File: src/design/vosc_pkg.sv
`default_nettype none

package vosc_pkg;

    // Capacity of the adjacency store and the walk stack
    localparam int MAX_V   = 64;
    localparam int IDX_W   = $clog2(MAX_V);
    localparam int CNT_W   = $clog2(MAX_V + 1);
    localparam int FIELD_W = 7;
    localparam int CFG_AW  = 1;

    // Configuration register indexes
    localparam logic [CFG_AW-1:0] REG_VERTEX_COUNT = 1'b0;
    localparam logic [CFG_AW-1:0] REG_START_VERTEX = 1'b1;

    typedef logic [MAX_V-1:0] t_row;
    typedef logic [IDX_W-1:0] t_idx;

    // One edge transfer
    typedef struct packed {
        logic [FIELD_W-1:0] end_a;
        logic [FIELD_W-1:0] end_b;
        logic               edge_valid;
        logic               last_edge;
    } t_in;

    // One result transfer
    typedef struct packed {
        logic [FIELD_W-1:0] vertex;
        logic               last;
    } t_out;

    // Access request to the adjacency store
    typedef struct packed {
        logic rd_en;
        t_idx rd_addr;
        logic wr_en;
        t_idx wr_addr;
        t_row wr_data;
        logic clr;
    } t_adj_req;

    // Index of the lowest set bit (zero when none is set)
    function automatic t_idx low_index(input t_row x);
        t_row one;
        t_idx r;
        one = x & (~x + t_row'(1));
        r   = '0;
        for (int i = 0; i < MAX_V; i++) begin
            if (one[i]) begin
                r = r | t_idx'(i);
            end
        end
        return r;
    endfunction

    // Bits of the vertices in use: index i is set when i < n
    function automatic t_row vertex_mask(input logic [CNT_W-1:0] n);
        t_row m;
        for (int i = 0; i < MAX_V; i++) begin
            m[i] = (i < int'(n));
        end
        return m;
    endfunction

endpackage

`default_nettype wire

File: src/design/vosc_adj_mem.sv
`default_nettype none

module vosc_adj_mem import vosc_pkg::*; (
    input  wire logic     i_clk,
    input  wire logic     i_rst_n,
    input  wire t_adj_req i_req,
    output t_row          o_row
);

    // Row storage, one row per vertex
    t_row r_mem [MAX_V];
    t_row r_rd;

    // Per-row valid bits: a row not written since the last clear reads as zero
    t_row r_row_vld;
    logic r_rd_vld;

    always_ff @(posedge i_clk) begin
        if (i_req.wr_en) begin
            r_mem[i_req.wr_addr] <= i_req.wr_data;
        end
        if (i_req.rd_en) begin
            r_rd <= r_mem[i_req.rd_addr];
        end
    end

    always_ff @(posedge i_clk) begin
        if (!i_rst_n) begin
            r_row_vld <= '0;
            r_rd_vld  <= 1'b0;
        end else begin
            if (i_req.clr) begin
                r_row_vld <= '0;
            end else if (i_req.wr_en) begin
                r_row_vld[i_req.wr_addr] <= 1'b1;
            end
            if (i_req.rd_en) begin
                r_rd_vld <= r_row_vld[i_req.rd_addr];
            end
        end
    end

    assign o_row = r_rd_vld ? r_rd : '0;

    // Clear empties every row at once
    a_clr_empties: assert property (@(posedge i_clk) disable iff (!i_rst_n)
        i_req.clr |=> (r_row_vld == '0))
        else $error("adjacency rows still valid after clear");

    // A written row is valid afterwards unless cleared
    a_wr_marks: assert property (@(posedge i_clk) disable iff (!i_rst_n)
        (i_req.wr_en && !i_req.clr) |=> r_row_vld[$past(i_req.wr_addr)])
        else $error("written adjacency row not marked valid");

    // A clear never coincides with a row update
    a_clr_no_wr: assert property (@(posedge i_clk) disable iff (!i_rst_n)
        i_req.clr |-> !i_req.wr_en)
        else $error("adjacency clear during write");

endmodule

`default_nettype wire

File: config.mk
export PLATFORM = sky130hd
export DESIGN_NAME = vosc_adj_mem
export DESIGN_NICKNAME = d
export VERILOG_FILES = /design/src/design/vosc_pkg.sv /design/src/design/vosc_adj_mem.sv
export SDC_FILE = /design/constraint.sdc
export NUM_CORES = 2
export LEC_CHECK = 0
export BUFFER_PORTS_ARGS = -buffer_cell sky130_fd_sc_hd__buf_2
export CORE_UTILIZATION = 45
export CTS_CLUSTER_DIAMETER = 150
export DETAILED_ROUTE_END_ITERATION = 8
export GPL_ROUTABILITY_DRIVEN = 0
export GPL_TIMING_DRIVEN = 0
export PLACE_DENSITY = 0.7
export SYNTH_ARGS = -nofsm -noshare
export SYNTH_HDL_FRONTEND = slang
export SYNTH_SLANG_ARGS = --single-unit
export TNS_END_PERCENT = 100
File: constraint.sdc
create_clock -name i_clk -period 8.5 [get_ports i_clk]
set_input_delay 0.85 -clock i_clk [delete_from_list [all_inputs] [get_ports i_clk]]
set_output_delay 0.85 -clock i_clk [all_outputs]
set_load 0.02 [all_outputs]
Word-level counts from Yosys, hierarchy flattened
Memory sizes are Yosys's and may differ from the RTL's. A register that Yosys moved wholly into a read port is not among the register bits.
Index checks and enable logic that the tools add are counted.
Widths: inputs -> output; s select.
{"block": "totals", "mem_count": 1, "mem_bits_rw": 4096, "word_cells": 17, "inputBits": 81, "output_inout_bits": 64, "reg_bits": 65}
{"memory": "r_mem", "depth": 64, "word_bits": 64, "read_ports": 1, "rd_clocked_by_memory_dff": 1, "wr": 1, "line": "vosc_adj_mem.sv:11", "source": "t_row r_mem [MAX_V];"}
{"block": "op_classes", "muxes": 7, "reduce_logical": 2, "bitwise": 2, "magnitude_cmp": 3}
{"operator": "$mux 64", "count": 1}
{"operator": "$or 64x64->64", "count": 1}
{"operator": "$lt 6x7->1 const B", "count": 2}
{"operator": "$bmux 1 s6", "count": 1}
{"operator": "$demux 1 s6", "count": 1}
{"operator": "$ge 6x1->1 const B", "count": 1}
{"operator": "$mux 1", "count": 4}
{"operator": "$reduce_or 2->1", "count": 1}
{"operator": "$logic_and 1x1->1", "count": 1}
{"operator": "$not 1->1", "count": 1}

Logic depth before layout (Yosys ltp)
{"block": "depth", "ltp_word": 5, "depth_mapped": 9, "depth_no_buf": 5}

Worst setup path before layout
No wires, ideal clock.
{"block": "synth_timing", "path_kind": "input -> register", "from": "input port i_req[71] in the netlist's numbering", "to": "memory r_mem[40][0] in the netlist's numbering (enable)", "slack_ns": 2.203, "n_path_buf": 0, "arrival_time_ns": 5.730, "setup_ns": 0.567, "t_required_ns": 7.933, "stages": 3, "cell_sequence": "nor2b_1 > nand3_1 > nor3_1"}
{"block": "synth_between", "elab_chain_len": 2}
{"element": "start, declared", "line": "vosc_adj_mem.sv:6", "source": "input wire t_adj_req i_req,"}
{"element": "$mux 1", "line": "vosc_adj_mem.sv:19", "source": "if (i_req.wr_en) begin"}
{"element": "$mux 1 (implied by the code)", "line": "vosc_adj_mem.sv:20", "source": "r_mem[i_req.wr_addr] <= i_req.wr_data;"}
{"element": "end, declared", "line": "vosc_adj_mem.sv:11"}
No other way between the ends.

Final worst setup path
{"block": "layout_timing", "from": "register r_rd_vld", "to": "output port o_row[15]"}
{"block": "layout_between", "elab_chain_len": 1}
{"element": "start, declared", "line": "vosc_adj_mem.sv:16", "source": "logic r_rd_vld;"}
{"element": "start signal, assigned", "line": "vosc_adj_mem.sv:38", "source": "r_rd_vld <= r_row_vld[i_req.rd_addr];"}
{"element": "$mux 64", "line": "vosc_adj_mem.sv:43", "source": "assign o_row = r_rd_vld ? r_rd : '0;"}
{"element": "end, declared", "line": "vosc_adj_mem.sv:7", "source": "output t_row o_row"}
No other way between the ends.

==> impl_metrics.ini <==
[outcome]
status = completed

[clock_tree]
cts-htree-levels = 5
cts_root_buf = clkbuf_16
cts_tree = built
postCtsHoldBufs = 0
cts_inserted_buffers = 402
clock_path_buffers = 4
cts-resized-gates = 0
path_clk_slew_ps = 60
clk_latency_ps = 960
post_cts_buffers = 0
cts.sinks = 4225

[layout]
final_nets = 7015
finalNonFillerCells = 12000
drive_above_1_share = 0.340
layout_common_cells = 4160 x edfxtp_1, 1356 x mux4_2, 411 x clkbuf_16
mostFrequentLayoutCell = edfxtp_1
area_delta_synth_final_pct = 15.6

[timing]
finalHoldViolCount = 0
fmax_mhz = 235
tightest_slew_ps = 1350
grt_setup_unrepaired = false
relSlewSlack = 0.0971
whs_ps = 294
setup_viol = 0
fin_skew_ps = 40.7
drv_slew = 0
finalCritPeriodShare = 0.500
fin_crit_ps = 4250

[job]
drv_cap = 0

[pwr]
clkPwrFrac = 0.418
p_int_uw = 34200
total_leakage_power_uw = 0.0569
swShare = 0.210
p_sw_uw = 9090
p_seq_frac = 0.533
power_density_nw_per_um2 = 235
pwr-share-comb = 0.049
ir_drop_v = 0.000180

[placement]
numPortBuffers = 137
hpwlAfterDp_um = 279000
dp.cells = 11300

[grt]
antenna_found_initial = 46
grt_max_degree = 65
grt_pass1_vias = 75900
grt.total_usage = 0.230
grt-ovfl-total = 0
grt_pass1_wl_um = 578000

[setup_path]
arrival_ps = 3400
critPathKind = reg -> out
crit_fanout = 10
worst_ep_required_time_ps = 7650
reg2reg_slack_ps = 6170
start_kind = flip-flop
worstSetupEndpointType = primary output

[logic_synthesis]
yosys_warnings = 0
ys_seq_area_frac = 0.790
synth.distinct_cells = 32
synthCells = 6167
synth_fp_nets = 6248
avgSynthCellArea_um2 = 25.9
netlist_area_um2 = 160000
ys_ff_latch = 4225

[routing]
routed_wirelength_um = 414000
avgViaCountPerCell = 6.18
route.detailed.wl_per_inst_um = 34.3
drtIter0Drc = 10300
firstDrtPassIters = 6
dr_total_vias = 74400
ant_nets = 0
drcViolationCount = 0

[die]
start_util = 0.453
rows = 218
fp.dieH_um = 598
die_w_um = 598
io_pins = 145
die_area_um2 = 357000
core-area_um2 = 353000

[min_path]
hp-class = in -> reg
==> cells in the mapped netlist, drive strengths merged <==
cell type / n / area (µm²)
nand3b: 1 / 7.51
nand2: 5 / 18.8
a41o: 1 / 10.0
mux4: 1356 / 30500
and3: 2 / 12.5
or3: 1 / 6.26
o21a: 64 / 480
nand3: 10 / 50.1
nand2b: 7 / 43.8
edfxtp: 4160 / 125000
a21oi: 4 / 20.0
buf: 143 / 713
dfxtp: 65 / 1300
clkbuf: 184 / 691
o31ai: 2 / 15.0
o211ai: 1 / 7.51
nor3: 4 / 20.0
and3b: 3 / 26.3
nand4: 3 / 18.8
or2: 2 / 12.5
mux2i: 6 / 60.1
a31oi: 1 / 6.26
and2: 64 / 400
mux2: 2 / 22.5
o311ai: 2 / 17.5
nor2b: 8 / 50.1
o2111ai: 1 / 8.76
nor2: 63 / 236
a22o: 2 / 17.5
==> area by class of cell <==
cell class / count / area (µm²)
buffer: 327 / 1430
fill: 25900 / 168000
sequential: 4225 / 126000
clock inverter: 246 / 2610
tap: 4730 / 5920
timing repair buffer: 363 / 5140
clock buffer: 500 / 10700
multi-input combinational: 1615 / 32600
antenna: 40 / 100
==> cells by family after synthesis <==
logic type | after synthesis | synth area share
flip-flops | 4225 | 0.790
multiplexers | 1364 | 0.192
buffers and inverters | 327 | 0.00879
AND/OR/NAND/NOR | 173 | 0.00566
AO/OA/AOI/OAI | 78 | 0.00365
==> routing by layer <==
layer	share of wire	GRT usage	vias up
met3	0.096	0.0431	832
met5	0.00019	0	-
met4	0.041	0.0860	12
met2	0.50	0.384	4687
li1	-	-	28700
met1	0.37	0.303	40200
==> per-stage QoR <==
stage	util	power, µW	instance area, µm²	setup slack [ps]	TNS [ps]
2_1_floorplan	-	24700	160000	2200	0
3_3_place_gp	0.471	25500	166000	-4690	-1723550
3_5_place_dp	0.485	25700	171000	3350	0
4_1_cts	0.523	43500	185000	4150	0
5_1_grt	0.523	44300	185000	4170	0
6_report	0.523	43300	185000	4250	0
==> power by group through the flow <==
stage | combinational [µW] | clock [µW] | sequential, µW
final | 2120 | 18100 | 23100
after global placement | 1990 | 0 | 23600
after CTS | 2130 | 18300 | 23100
after floorplan | 1140 | 0 | 23500
after detailed placement | 2110 | 0 | 23600
after global routing | 2210 | 19000 | 23100
==> critical path, cell delays in order (launching register included) <==
cell and delay (ps):
dfxtp_1 320, clkbuf_2 580, buf_12 280, clkbuf_1 510
and2_1 470, buf_2 250
==> sequential cells by signal, summed over array words and instances, names as in the netlist <==
register and cells:
r_rd 64, r_mem 4096, r_row_vld 64, r_rd_vld 1
==> worst paths after layout <==
path / start / cells past startpoint / to
max: r_rd_vld$_SDFFE_PN0P_ / 5 / o_row[15]
min: i_rst_n / 2 / r_rd_vld$_SDFFE_PN0P_
max reg2reg: r_mem[53][12]$_DFFE_PP_ / 3 / r_rd[12]$_DFFE_PP_
min reg2reg: r_row_vld[59]$_SDFFE_PP0P_ / 1 / r_row_vld[59]$_SDFFE_PP0P_
Note: power is estimated with default switching activity, not from simulation.
